`src/sv/kms_pkg.sv`:
```
// ----------------------------------------------------------------------------
// kms_pkg
// Types, widths and constants shared by the keyframe motion selector.
// ----------------------------------------------------------------------------
`default_nettype none

package kms_pkg;

    localparam int MAX_FRAMES  = 256;
    localparam int IDX_W       = $clog2(MAX_FRAMES);
    localparam int CNT_W       = $clog2(MAX_FRAMES + 1);
    localparam int MEAN_W      = 16;
    localparam int RATIO_W     = 17;
    localparam int MINRUN_W    = 9;
    localparam int RUN_W       = (CNT_W > MINRUN_W) ? CNT_W : MINRUN_W;
    localparam int OUT_IDX_W   = 8;
    localparam int PADDR_W     = 4;
    localparam int PDATA_W     = 32;
    localparam int QUEUE_DEPTH = 4;
    localparam int QPTR_W      = $clog2(QUEUE_DEPTH);

    localparam logic [RATIO_W-1:0]  RATIO_MAX      = 17'd65536;
    localparam logic [MEAN_W-1:0]   DARK_RESET     = 16'd2560;
    localparam logic [RATIO_W-1:0]  MOTION_RESET   = 17'd3277;
    localparam logic [RATIO_W-1:0]  STABLE_RESET   = 17'd655;
    localparam logic [MINRUN_W-1:0] MINRUN_RESET   = 9'd3;

    typedef enum logic [1:0] {
        REG_DARK   = 2'd0,
        REG_MOTION = 2'd1,
        REG_STABLE = 2'd2,
        REG_MINRUN = 2'd3
    } t_reg_idx;

    typedef enum logic [1:0] {
        ST_LOAD,
        ST_SCAN,
        ST_FINISH
    } t_state;

    typedef struct packed {
        logic               usable;
        logic [RATIO_W-1:0] ratio;
        logic               last;
    } t_entry;

    typedef struct packed {
        logic               usable;
        logic [RATIO_W-1:0] ratio;
    } t_frame;

    typedef struct packed {
        logic [RATIO_W-1:0]  motion_thr;
        logic [RATIO_W-1:0]  stable_thr;
        logic [MINRUN_W-1:0] min_run;
    } t_scan_cfg;

    typedef struct packed {
        logic [OUT_IDX_W-1:0] before_frame;
        logic [OUT_IDX_W-1:0] after_frame;
        logic [RATIO_W-1:0]   peak_ratio;
        logic                 overflow;
    } t_result;

endpackage

`default_nettype wire

```
`src/sv/kms_queue.sv`:
```
// ----------------------------------------------------------------------------
// kms_queue
// Short first-in first-out queue between the front and back parts.
// ----------------------------------------------------------------------------
`default_nettype none

module kms_queue (
    input  wire logic            i_clk,
    input  wire logic            i_rst_n,
    input  wire logic            i_push_valid,
    output logic                 o_push_ready,
    input  wire kms_pkg::t_entry i_push_data,
    output logic                 o_pop_valid,
    input  wire logic            i_pop_ready,
    output kms_pkg::t_entry      o_pop_data
);

    kms_pkg::t_entry               r_slots [kms_pkg::QUEUE_DEPTH];
    logic [kms_pkg::QPTR_W-1:0]    r_wr_ptr;
    logic [kms_pkg::QPTR_W-1:0]    r_rd_ptr;
    logic [kms_pkg::QPTR_W:0]      r_fill;
    logic                          push;
    logic                          pop;

    assign o_push_ready = (r_fill != (kms_pkg::QPTR_W+1)'(kms_pkg::QUEUE_DEPTH));
    assign o_pop_valid  = (r_fill != '0);
    assign push         = i_push_valid && o_push_ready;
    assign pop          = o_pop_valid && i_pop_ready;
    assign o_pop_data   = r_slots[r_rd_ptr];

    always_ff @(posedge i_clk) begin
        if (!i_rst_n) begin
            r_wr_ptr <= '0;
            r_rd_ptr <= '0;
            r_fill   <= '0;
        end else begin
            if (push) begin
                r_wr_ptr <= r_wr_ptr + 1'b1;
            end
            if (pop) begin
                r_rd_ptr <= r_rd_ptr + 1'b1;
            end
            if (push && !pop) begin
                r_fill <= r_fill + 1'b1;
            end else if (pop && !push) begin
                r_fill <= r_fill - 1'b1;
            end
        end
    end

    always_ff @(posedge i_clk) begin
        if (push) begin
            r_slots[r_wr_ptr] <= i_push_data;
        end
    end

endmodule

`default_nettype wire

```
`config.mk`:
```
export PLATFORM = sky130hd
export DESIGN_NAME = kms_queue
export DESIGN_NICKNAME = d
export VERILOG_FILES = /design/src/sv/kms_pkg.sv /design/src/sv/kms_queue.sv
export SDC_FILE = /design/constraint.sdc
export NUM_CORES = 1
export LEC_CHECK = 0
export ABC_AREA = 1
export CAP_MARGIN = 20
export CORE_ASPECT_RATIO = 1.25
export CORE_MARGIN = 2
export CORE_UTILIZATION = 45
export CTS_CLUSTER_SIZE = 8
export DETAILED_ROUTE_END_ITERATION = 8
export DONT_BUFFER_PORTS = 1
export SKIP_CTS_REPAIR_TIMING = 1
export SLEW_MARGIN = 10
export SYNTH_ARGS = -nofsm -noshare
export SYNTH_HDL_FRONTEND = slang
export SYNTH_SLANG_ARGS = --single-unit
```
`constraint.sdc`:
```
create_clock -name i_clk -period 2.2 [get_ports i_clk]
set_clock_uncertainty 0.2 [all_clocks]
set_input_delay 0.11 -clock i_clk [delete_from_list [all_inputs] [get_ports i_clk]]
set_output_delay 0.11 -clock i_clk [all_outputs]
set_load 0.005 [all_outputs]
```
==> run summary <==
status: completed
Max VDD drop: 0.5489 mV
CP max stage delay: 0.41 ns
area of the core: 0.007357 mm²
global-route wire length before repair: 9.384 mm
Post-Synth Adder-Cell Area: 2.438%
layout cells sized above 1: 15.52%
highest clock rate: 492.2 MHz
fin area: 0.003875 mm²
Simple-Gate Fraction of Synth Area: 9.272%
P_sw: 1.230 mW
HPWL Detailed: 3.770 mm
relative slew slack: 76.55%
Final Core Density: 52.67%
Mean Syn Cell Area: 13.44 µm²
sequential power share: 52.0%
Initial Util: 46.04%
Synth Area in XOR/XNOR: 0.2586%
flop and latch count out of synthesis: 85
Clk pwr share: 23.0%
Iteration-0 DRC Markers: 152
Post-DP Area: 0.003473 mm²
# rows: 35
final hold slack: 0.04611 ns
internal power: 2.697 mW
mux contribution to synthesized area: 0%
Startpoint Class: flip-flop
TritonCTS clock tree: built
max-slew violations: 0
die height: 101.0 µm
fin nets: 315
R2R Path End: r_fill[1]$_SDFFE_PN0P_
switching portion of total power: 31.32%
Reg2Reg Depth: 9
post-synthesis sequential area ratio: 72.70%
RSZ-0062 raised after global routing: no
total CTS buffers: 9
worst min-delay path class: in -> reg
most frequent cells in the layout: edfxtp_1 (76), nor2_1 (38), o21ai_0 (37)
Clk Latency, worst-skew pair: 0.34 ns
PortBufs: 0
synthesized netlist cell count: 252
Tot GR Track Use: 15.76%
critical path type: reg -> reg
r2r setup slk: 0.17 ns
DRT antenna net count: 0
root buf cell: clkbuf_8
initial antenna violation count: 0
htree depth: 3
P per Cell Area: 1014 mW/mm²
period utilisation layout: 92.35%
max_cap viols: 0
commonest non-fill, non-tap cell in the layout: edfxtp_1
critical path's slowest cell: fa_1
final setup fails: 0
Clock Path Buffers: 2
GRT overflow: 0
final number of hold-violating endpoints: 0
die width: 81.60 µm
final std cells w/o fill: 382
largest net degree at the start of global routing: 27
Clock transition at path regs: 0.09 ns
CP endpoint kind: flip-flop
syn_nets: 281
Distinct cells, synth: 24
IO Pins: 44
GPL Wtd Cong: 0.7559
Tmin final: 2.032 ns
DR pass1 iterations: 7
r2r startpoint: r_fill[1]$_SDFFE_PN0P_
area of the die: 0.008241 mm²
Hold Crit Depth: 3
largest family of logic cells by synthesized area: compound AO/OA/AOI/OAI gates
vias after detailed routing: 1998
via count of the first global-routing pass: 1971
hold endpoint: r_slots[1][7]$_DFFE_PP_
post-synthesis compound-gate area fraction: 9.826%
DRC errors left: 0
Crit path arrival time: 2.07 ns
Synth Flop Type: edfxtp_1
Avg WL per Cell: 16.43 µm
Routed WL: 6.278 mm
CP required: 2.23 ns
Ys Warns: 0
LEAKAGE: 1.333 nW
asr flop ratio synth: 0%
Worst Tran Pin Value: 0.3513 ns
combinational power share: 24.9%
Layout area overhead: 14.41%
CP Cell Sequence: nor2_2, nand2_2, nand2_4, inv_2, ha_1, inv_1, fa_1, o21ai_0, nor2_1
CP max FO: 5
vias per cell: 5.230
synthesized area: 0.003387 mm²
setup TNS: 0 ns
Hold Crit Start: i_push_valid
DP Cell Count: 343
clock sinks: 85
Inserted Diodes: 0
Post-synth EDFFs: 76
## registers in the layout (all words and copies together), names as in the netlist, named ones only
name      cells
r_wr_ptr      2
r_fill        3
r_slots      76
r_rd_ptr      2
## cells by family (layout without fill, tap and decap cells)
kind of cell / Yosys count / after routing
compound gates: 61 / 61
buf+inv: 27 / 65
simple gates: 72 / 72
fa+ha+maj: 6 / 6
flops: 85 / 85
xor+xnor: 1 / 1
## through the flow
stage / setup WS, ns / total power, mW
3_3_place_gp: 0.1930 / 2.989
5_1_grt: 0.01638 / 4.160
2_1_floorplan: 0.1531 / 2.836
3_5_place_dp: 0.1322 / 3.014
4_1_cts: 0.1174 / 3.917
6_report: 0.1683 / 3.928
## cell usage after synthesis, types with 3 or more instances
cell type  instances  area (µm²)
nor2_1            42       157.7
ha_1               5       62.56
o22ai_1           19       118.9
nor2_2            10       62.56
o21ai_0           37       185.2
nand2_1           11       41.29
buf_6              4       45.04
buf_12             3       60.06
dfxtp_1            9       180.2
a21oi_1            3       15.01
inv_1             13       48.80
edfxtp_1          76        2282
nand2_2            4       25.02
inv_2              3       11.26
nand3_1            4       20.02
## layout make-up
| cell class | count | area [µm²] |
|---|---|---|
| well taps | 92 | 115.1 |
| inverters | 16 | 60.06 |
| repair buffers | 34 | 327.8 |
| clock buffers | 10 | 127.6 |
| fillers | 639 | 3482 |
| flip-flops and latches | 85 | 2462 |
| clock inverters | 5 | 28.78 |
| multi-input cells | 140 | 753.2 |
## worst max path at each step
stage                     slack (ns)                   start                       to
after CTS                       0.12  r_fill[1]$_SDFFE_PN0P_   r_fill[1]$_SDFFE_PN0P_
after global placement          0.19  r_fill[1]$_SDFFE_PN0P_   r_fill[1]$_SDFFE_PN0P_
after detailed placement        0.13  r_fill[1]$_SDFFE_PN0P_   r_fill[1]$_SDFFE_PN0P_
after global routing            0.02  r_fill[1]$_SDFFE_PN0P_   r_fill[1]$_SDFFE_PN0P_
final                           0.17  r_fill[1]$_SDFFE_PN0P_   r_fill[1]$_SDFFE_PN0P_
after floorplan                 0.15  r_fill[0]$_SDFFE_PN0P_  r_slots[0][0]$_DFFE_PP_
## metal layers
layer | track usage, % | wire [µm] | share of wire [%]
met2 | 26.92 | 3147 | 50
met3 | 4.839 | 382 | 6.1
met1 | 17.59 | 2664 | 42
met4 | 7.821 | 84 | 1.3
met5 | 0 | 0 | 0
## worst max-delay path, delay by kind of cell, from the launching register on
| kind | cells | cell delay [ns] |
|---|---|---|
| adder cells (fa/ha/maj) | 2 | 0.61 |
| AND/OR/NAND/NOR | 4 | 0.46 |
| flip-flops | 1 | 0.35 |
| AO/OA/AOI/OAI | 1 | 0.18 |
| buffers and inverters | 2 | 0.14 |
## power groups by stage
stage	clock network (mW)	logic [mW]	registers, mW
final	0.905	0.978	2.04
after global routing	0.986	1.11	2.06
after CTS	0.935	0.936	2.05
after detailed placement	0	0.932	2.08
after global placement	0	0.909	2.08
after floorplan	0	0.770	2.07
(Power assumes the default switching activity.)
