==> src/sv/kms_pkg.sv <==
// ----------------------------------------------------------------------------
// kms_pkg
// Types, widths and constants shared by the keyframe motion selector.
// ----------------------------------------------------------------------------
`default_nettype none

package kms_pkg;

    localparam int MAX_FRAMES  = 256;
    localparam int IDX_W       = $clog2(MAX_FRAMES);
    localparam int CNT_W       = $clog2(MAX_FRAMES + 1);
    localparam int MEAN_W      = 16;
    localparam int RATIO_W     = 17;
    localparam int MINRUN_W    = 9;
    localparam int RUN_W       = (CNT_W > MINRUN_W) ? CNT_W : MINRUN_W;
    localparam int OUT_IDX_W   = 8;
    localparam int PADDR_W     = 4;
    localparam int PDATA_W     = 32;
    localparam int QUEUE_DEPTH = 4;
    localparam int QPTR_W      = $clog2(QUEUE_DEPTH);

    localparam logic [RATIO_W-1:0]  RATIO_MAX      = 17'd65536;
    localparam logic [MEAN_W-1:0]   DARK_RESET     = 16'd2560;
    localparam logic [RATIO_W-1:0]  MOTION_RESET   = 17'd3277;
    localparam logic [RATIO_W-1:0]  STABLE_RESET   = 17'd655;
    localparam logic [MINRUN_W-1:0] MINRUN_RESET   = 9'd3;

    typedef enum logic [1:0] {
        REG_DARK   = 2'd0,
        REG_MOTION = 2'd1,
        REG_STABLE = 2'd2,
        REG_MINRUN = 2'd3
    } t_reg_idx;

    typedef enum logic [1:0] {
        ST_LOAD,
        ST_SCAN,
        ST_FINISH
    } t_state;

    typedef struct packed {
        logic               usable;
        logic [RATIO_W-1:0] ratio;
        logic               last;
    } t_entry;

    typedef struct packed {
        logic               usable;
        logic [RATIO_W-1:0] ratio;
    } t_frame;

    typedef struct packed {
        logic [RATIO_W-1:0]  motion_thr;
        logic [RATIO_W-1:0]  stable_thr;
        logic [MINRUN_W-1:0] min_run;
    } t_scan_cfg;

    typedef struct packed {
        logic [OUT_IDX_W-1:0] before_frame;
        logic [OUT_IDX_W-1:0] after_frame;
        logic [RATIO_W-1:0]   peak_ratio;
        logic                 overflow;
    } t_result;

endpackage

`default_nettype wire

==> src/sv/kms_front.sv <==
// ----------------------------------------------------------------------------
// kms_front
// Accepts frame summaries, classifies usability and saturates the ratio.
// ----------------------------------------------------------------------------
`default_nettype none

module kms_front (
    input  wire logic                         i_clk,
    input  wire logic                         i_rst_n,
    input  wire logic                         i_in_valid,
    output logic                              o_in_ready,
    input  wire logic [kms_pkg::MEAN_W-1:0]   i_frame_mean,
    input  wire logic                         i_frame_empty,
    input  wire logic [kms_pkg::RATIO_W-1:0]  i_change_to_next,
    input  wire logic                         i_last_frame,
    input  wire logic [kms_pkg::MEAN_W-1:0]   i_dark_thr,
    output logic                              o_q_valid,
    input  wire logic                         i_q_ready,
    output kms_pkg::t_entry                   o_q_entry
);

    logic            r_valid;
    kms_pkg::t_entry r_entry;
    kms_pkg::t_entry n_entry;
    logic            accept;

    assign o_in_ready = !r_valid || i_q_ready;
    assign accept     = i_in_valid && o_in_ready;

    always_comb begin
        n_entry.usable = !i_frame_empty && (i_frame_mean >= i_dark_thr);
        n_entry.ratio  = (i_change_to_next > kms_pkg::RATIO_MAX) ?
                         kms_pkg::RATIO_MAX : i_change_to_next;
        n_entry.last   = i_last_frame;
    end

    always_ff @(posedge i_clk) begin
        if (!i_rst_n) begin
            r_valid <= 1'b0;
        end else if (accept) begin
            r_valid <= 1'b1;
        end else if (i_q_ready) begin
            r_valid <= 1'b0;
        end
    end

    always_ff @(posedge i_clk) begin
        if (accept) begin
            r_entry <= n_entry;
        end
    end

    assign o_q_valid = r_valid;
    assign o_q_entry = r_entry;

endmodule

`default_nettype wire

==> config.mk <==
export PLATFORM = sky130hd
export DESIGN_NAME = kms_front
export DESIGN_NICKNAME = d
export VERILOG_FILES = /design/src/sv/kms_pkg.sv /design/src/sv/kms_front.sv
export SDC_FILE = /design/constraint.sdc
export NUM_CORES = 1
export LEC_CHECK = 0
export ABC_AREA = 1
export BUFFER_PORTS_ARGS = -buffer_cell sky130_fd_sc_hd__buf_2
export CORE_MARGIN = 2
export CORE_UTILIZATION = 45
export DETAILED_ROUTE_END_ITERATION = 7
export PLACE_DENSITY = 0.84
export SYNTH_ARGS = -nofsm -noshare
export SYNTH_HDL_FRONTEND = slang
export SYNTH_SLANG_ARGS = --single-unit
==> constraint.sdc <==
create_clock -name i_clk -period 3.35 [get_ports i_clk]
set_clock_uncertainty 0.15 [all_clocks]
set_input_delay 0.335 -clock i_clk [delete_from_list [all_inputs] [get_ports i_clk]]
set_output_delay 0.335 -clock i_clk [all_outputs]
set_load 0.01 [all_outputs]
==> results of run 1 <==
==> routing by layer <==
layer,vias to the layer above,routed length [um],GRT usage (%)
met4,0,78,10.5
li1,581,-,-
met2,52,1220,30.3
met3,6,210,3.49
met5,-,0,0
met1,480,952,16.9
==> registers in the layout, summed over array words and instances, names as in the netlist <==
| signal | count |
|---|---|
| o_q_entry | 19 |
| o_q_valid | 1 |
==> per-stage QoR <==
stage               setup WS, ps  cells  power, mW  util, %
floorplan                   1460    135      0.368        -
finish                      1710    242      0.612     66.1
CTS                         1680    242      0.618     66.1
detailed placement          1540    238      0.426     64.0
global placement            1570    238      0.421     64.0
global route                1610    242      0.644     66.1
==> area by class of cell <==
| cell class | instances | area (um^2) |
|---|---|---|
| fillers | 212 | 856 |
| clock buffers | 3 | 22.5 |
| repair buffers | 75 | 375 |
| flip-flops and latches | 20 | 591 |
| clock inverters | 1 | 30.0 |
| multi-input cells | 75 | 468 |
| well taps | 30 | 37.5 |
| inverters | 38 | 143 |
==> cell families after synthesis <==
| group | Yosys count | share of synthesized area (%) |
|---|---|---|
| simple gates | 45 | 15.1 |
| compound gates | 14 | 6.71 |
| buf+inv | 40 | 13.0 |
| flops | 20 | 48.7 |
| fa+ha+maj | 16 | 16.5 |
==> where the power goes <==
part / leakage, nW / switching (mW) / total, mW / internal [mW]
logic: 0.726 / 0.0639 / 0.121 / 0.0573
registers: 0.197 / 0.00448 / 0.297 / 0.293
clock network: 0.0279 / 0.0729 / 0.194 / 0.121
total: 0.951 / 0.141 / 0.612 / 0.471
==> synth_stat cells <==
library cell and count:
ha_1 16, o21a_1 1, nand2_1 17, edfxtp_1 19, a21boi_0 1, nor3_1 1, a21oi_1 9, clkbuf_1 1
nor2_1 22, o21ai_0 2, nand4_1 5, dfxtp_1 1, inv_1 38, buf_6 1, a21boi_2 1
==> path summary, 6_finish.rpt <==
kind	endpoint	depth (start not counted)
max	o_q_entry[2]	1
min	o_q_entry[17]	1
max reg2reg	o_q_entry[2]	1
min reg2reg	o_q_valid	2
==> placed cells by master (no fill, tap or decap), drive strengths merged <==
| master | count |
|---|---|
| buf | 75 |
| bufinv | 1 |
| a21boi | 2 |
| ha | 16 |
| o21a | 1 |
| inv | 38 |
| o21ai | 2 |
| nor3 | 1 |
| edfxtp | 19 |
| clkbuf | 3 |
| dfxtp | 1 |
| a21oi | 9 |
| nand4 | 5 |
| nand2 | 17 |
| nor2 | 22 |
==> summary.md, run 1 <==
| Metric | Value |
|---|---|
| Sequential area share after synthesis | 48.7% |
| ANT cells | 0 |
| Synthesized area | 1210 um^2 |
| Worst vdd ir | 0.342 mV |
| Layout cell share with drive strength beyond 1 | 38.2% |
| Mapped Nets | 206 |
| CTS max path bufs | 2 |
| Iter 0 DRT Violations | 12 |
| Largest net degree at the start of global routing | 20 |
| Hold WS | 56.4 ps |
| DRT antenna net count | 0 |
| First-pass DRT Iterations | 4 |
| Max-slew headroom | 33.0% |
| Hold WC Path Type | input port to register |
| Clock Sinks | 20 |
| Initial antenna violation count | 0 |
| CTS Buf Count | 3 |
| Netlist cell types | 15 |
| Dpl cell area | 1610 um^2 |
| Highest clock rate | 609 MHz |
| Final setup TNS | 0 ps |
| Critical path class | register to register |
| Drt wl/cell | 10.2 um |
| Ranking of synthesized cells by area | edfxtp_1 (47%), ha_1 (17%), inv_1 (12%), nor2_1 (6.8%), nand2_1 (5.3%) |
| Worst R2R Setup Slack | 1710 ps |
| Routed vias/inst | 4.62 |
| Die area | 3130 um^2 |
| Starting Density | 48.1% |
| Syn avg cell area | 8.98 um^2 |
| Status | finished, final reports clean |
| RSZ-0062 raised after global routing | false |
| CTS tree | yes |
| Die X | 55.9 um |
| Slew @ Worst Pin | 1000 ps |
| Syn. warnings | 0 |
| Worst Setup End Kind | register |
| Worst hold path startpoint | i_change_to_next[16] |
| Arr. time, crit path | 1420 ps |
| Vias in the first global route | 1,084 |
| CTS resizes | 0 |
| Gpl congestion | 0.818 |
| Synthesized instance count | 135 |
| Detailed Place HPWL | 2140 um |
| Critical path launch point | o_q_valid |
| Critical-path maximum fanout | 19 |
| Worst Path Buf+Inv | 0 |
| Slowest CP cell | a21oi_2 |
| Die H | 55.9 um |
| Cell taking the most area after synthesis | edfxtp_1 |
| Final max-slew violation count | 0 |
| Setup violations, final | 0 |
| Synth top area share | 47.1% |
| Gr ovfl total | 0 |
| Clk slew on worst S/H paths | 110 ps |
| Crit-path cells | a21oi_2 |
| Synth Register Bits | 20 |
| Root cell of the clock tree | clkbuf_4 |
| Critical R2R Launch | o_q_valid |
| Final wirelength | 2460 um |
| Core footprint | 2520 um^2 |
| DR DRC count | 0 |
| Vias | 1,119 |
| H-tree levels | 1 |
| Tmin final | 1640 ps |
| Layout area overhead | 37.5% |
| Power per Cell Area | 367 nW/um^2 |
| Clk Latency, worst-skew pair | 300 ps |
| Crit start category | register |
| Layout net count | 284 |
| Gr usage total | 16.6% |
| Slowest stage delay, CP | 760 ps |
| Number of I/O port buffers | 75 |
| Hold-fix buffers at CTS | 0 |
| Design area | 1670 um^2 |
| Required @ worst endpoint | 3130 ps |
| Post-CTS setup buffers | 0 |
| CP delay by family, top | compound AO/OA/AOI/OAI gates |
| Endpoints failing hold | 0 |
| Maxcap violations | 0 |
| Global-route wire length before repair | 4060 um |
| Final worst-path cycle share | 49.0% |
| Static Leak | 0.951 nW |
| IO Pins | 76 |
| # rows | 18 |
Power figures use the tool's default switching activity.
==> inputs of run 2 (changes only) <==
--- a/config.mk
+++ b/config.mk
@@ -8,9 +8,9 @@
 export ABC_AREA = 1
 export BUFFER_PORTS_ARGS = -buffer_cell sky130_fd_sc_hd__buf_2
 export CORE_MARGIN = 2
-export CORE_UTILIZATION = 45
+export CORE_UTILIZATION = 42
 export DETAILED_ROUTE_END_ITERATION = 7
-export PLACE_DENSITY = 0.84
+export PLACE_DENSITY = 0.79
 export SYNTH_ARGS = -nofsm -noshare
 export SYNTH_HDL_FRONTEND = slang
 export SYNTH_SLANG_ARGS = --single-unit
==> constraint.sdc (replaced) <==
create_clock -name i_clk -period 1.7 [get_ports i_clk]
set_clock_uncertainty 0.15 [all_clocks]
set_input_delay 0.17 -clock i_clk [delete_from_list [all_inputs] [get_ports i_clk]]
set_output_delay 0.17 -clock i_clk [all_outputs]
set_load 0.01 [all_outputs]
==> run 2 against run 1 <==
- sequential cell count is the same
- combinational power grew 110%
- die area grew 6.6%
- clock-buffer cell count grew 1
- largest power group unchanged
- critical path type is now input port to register
- total power grew 80%
- core utilization shrank 3.5 points
==> summary.md, run 2 (synthesized netlist as in run 1, its figures left out) <==
| Metric | Value |
|---|---|
| Worst Path Buf+Inv | 3 |
| Final worst-path cycle share | 83.0% |
| Power per Cell Area | 638 nW/um^2 |
| First-pass DRT Iterations | 4 |
| Clk slew on worst S/H paths | 110 ps |
| DR DRC count | 0 |
| Critical path class | input port to register |
| Power share of the clock group | 24.0% |
| Routed vias/inst | 4.55 |
| Final max-slew violation count | 0 |
| Gpl congestion | 0.774 |
| Layout net count | 291 |
| CTS Buf Count | 3 |
| Vias | 1,138 |
| Global-route wire length before repair | 3930 um |
| Arr. time, crit path | 1320 ps |
| Worst vdd ir | 0.593 mV |
| Largest net degree at the start of global routing | 13 |
| CTS max path bufs | 2 |
| Max-slew headroom | 79.7% |
| # rows | 19 |
| Cell-internal power | 0.833 mW |
| Commonest non-fill, non-tap cell in the layout | buf_2 |
| Sw Share | 24.3% |
| Slowest stage delay, CP | 530 ps |
| Static Leak | 0.980 nW |
| Clk Latency, worst-skew pair | 290 ps |
| Status | finished, final reports clean |
| Die area | 3330 um^2 |
| CTS tree | yes |
| Gr usage total | 15.1% |
| Initial antenna violation count | 0 |
| Slew @ Worst Pin | 302 ps |
| Endpoints failing hold | 0 |
| Hold WC Path Type | input port to register |
| DRT antenna net count | 0 |
| Sw power | 0.268 mW |
| Clock Sinks | 20 |
| CP delay by family, top | buffers and inverters |
| Starting Density | 44.0% |
| Detailed Place HPWL | 2000 um |
| Vias in the first global route | 1,017 |
| Maxcap violations | 0 |
| Worst Setup End Kind | register |
| RSZ-0062 raised after global routing | false |
| Layout cell share with drive strength beyond 1 | 38.4% |
| Required @ worst endpoint | 1610 ps |
| Critical-path maximum fanout | 12 |
| Highest clock rate | 709 MHz |
| Root cell of the clock tree | clkbuf_4 |
| Crit start category | input port |
| IO Pins | 76 |
| Core footprint | 2760 um^2 |
| FILL cells | 246 |
| Die X | 57.7 um |
| H-tree levels | 1 |
| Layout area overhead | 42.4% |
| Iter 0 DRT Violations | 30 |
| Largest register FFs | 19 |
| Number of I/O port buffers | 75 |
| Most frequent cells in the layout | buf_2 (75), inv_1 (38), nor2_1 (22), edfxtp_1 (19), nand2_1 (17) |
| Gr ovfl total | 0 |
| Final setup TNS | 0 ps |
| Final wirelength | 2380 um |
| Drt wl/cell | 9.50 um |
| ANT cells | 0 |
| Crit-path cells | dlygate4sd3_1 -> buf_2 -> a21boi_2 -> buf_12 -> nor2_1 |
| Slowest CP cell | dlygate4sd3_1 |
| Die H | 57.7 um |
| Comb pwr share | 23.1% |
| Hold WS | 11.0 ps |
| Reg power frac | 53.0% |
| Setup violations, final | 0 |
| Tmin final | 1410 ps |
-- run 2: cell count changes in the layout (fill, tap and decap cells not counted) --
cell / before / now
bufinv_16: 1 / 0
buf_4: 0 / 2
buf_12: 0 / 1
dlygate4sd3_1: 0 / 4
clkbuf_8: 0 / 1
-- run 2: timing repair --
item / in CTS / in global routing
resized for setup: 0 / 0
setup buffers: 0 / 0
hold endpoints to repair: 4 / 0
setup endpoints to repair: 0 / 0
hold buffers: 4 / 0
-- run 2: power groups by stage --
stage          clock network [mW]  registers (mW)  logic (mW)
2_1_floorplan                   0           0.614       0.112
3_3_place_gp                    0           0.595       0.245
3_5_place_dp                    0           0.595       0.249
4_1_cts                     0.276           0.584       0.258
5_1_grt                     0.288           0.587       0.294
6_report                    0.264           0.583       0.254
-- run 2: worst paths after layout --
path,endpoint,slack [ps],start,depth (start not counted)
worst min register to register,o_q_valid,400,o_q_valid,2
worst min-delay path,o_q_valid,10,i_in_valid,3
worst max-delay path,o_q_entry[4],290,i_change_to_next[16],5
worst max register to register,o_q_entry[6],530,o_q_valid,2
-- run 2: layout make-up --
cell class                      count  area [um^2]  share of cell area [%]
Multi-Input combinational cell     75          468                    27.1
Clock buffer                        4         36.3                    2.10
Timing Repair Buffer               82          450                    26.1
Inverter                           38          143                    8.26
Tap cell                           31         38.8                    2.25
Sequential cell                    20          591                    34.2
-- run 2: routing by layer --
metal,vias to the layer above,part of all wire [%],global-route usage [%]
li1,595,-,-
met3,2,7.6,2.46
met5,-,0,0
met1,496,41,16.9
met4,0,0.76,5.98
met2,45,51,28.1
-- run 2: per-stage QoR --
step                instance area (um^2)  power, mW  cells  setup WS [ps]  utilization [%]
floorplan                           1220      0.726    135            225                -
global placement                    1650      0.839    242            287             59.8
detailed placement                  1650      0.845    242            266             59.8
CTS                                 1730       1.12    250            294             62.6
global route                        1730       1.17    250            257             62.6
finish                              1730       1.10    250            289             62.6
-- run 2: worst reg2reg max path, cell delays in order (launching register included) --
cell     delay, ps
dfxtp_1        350
a21oi_2        160
buf_4          220
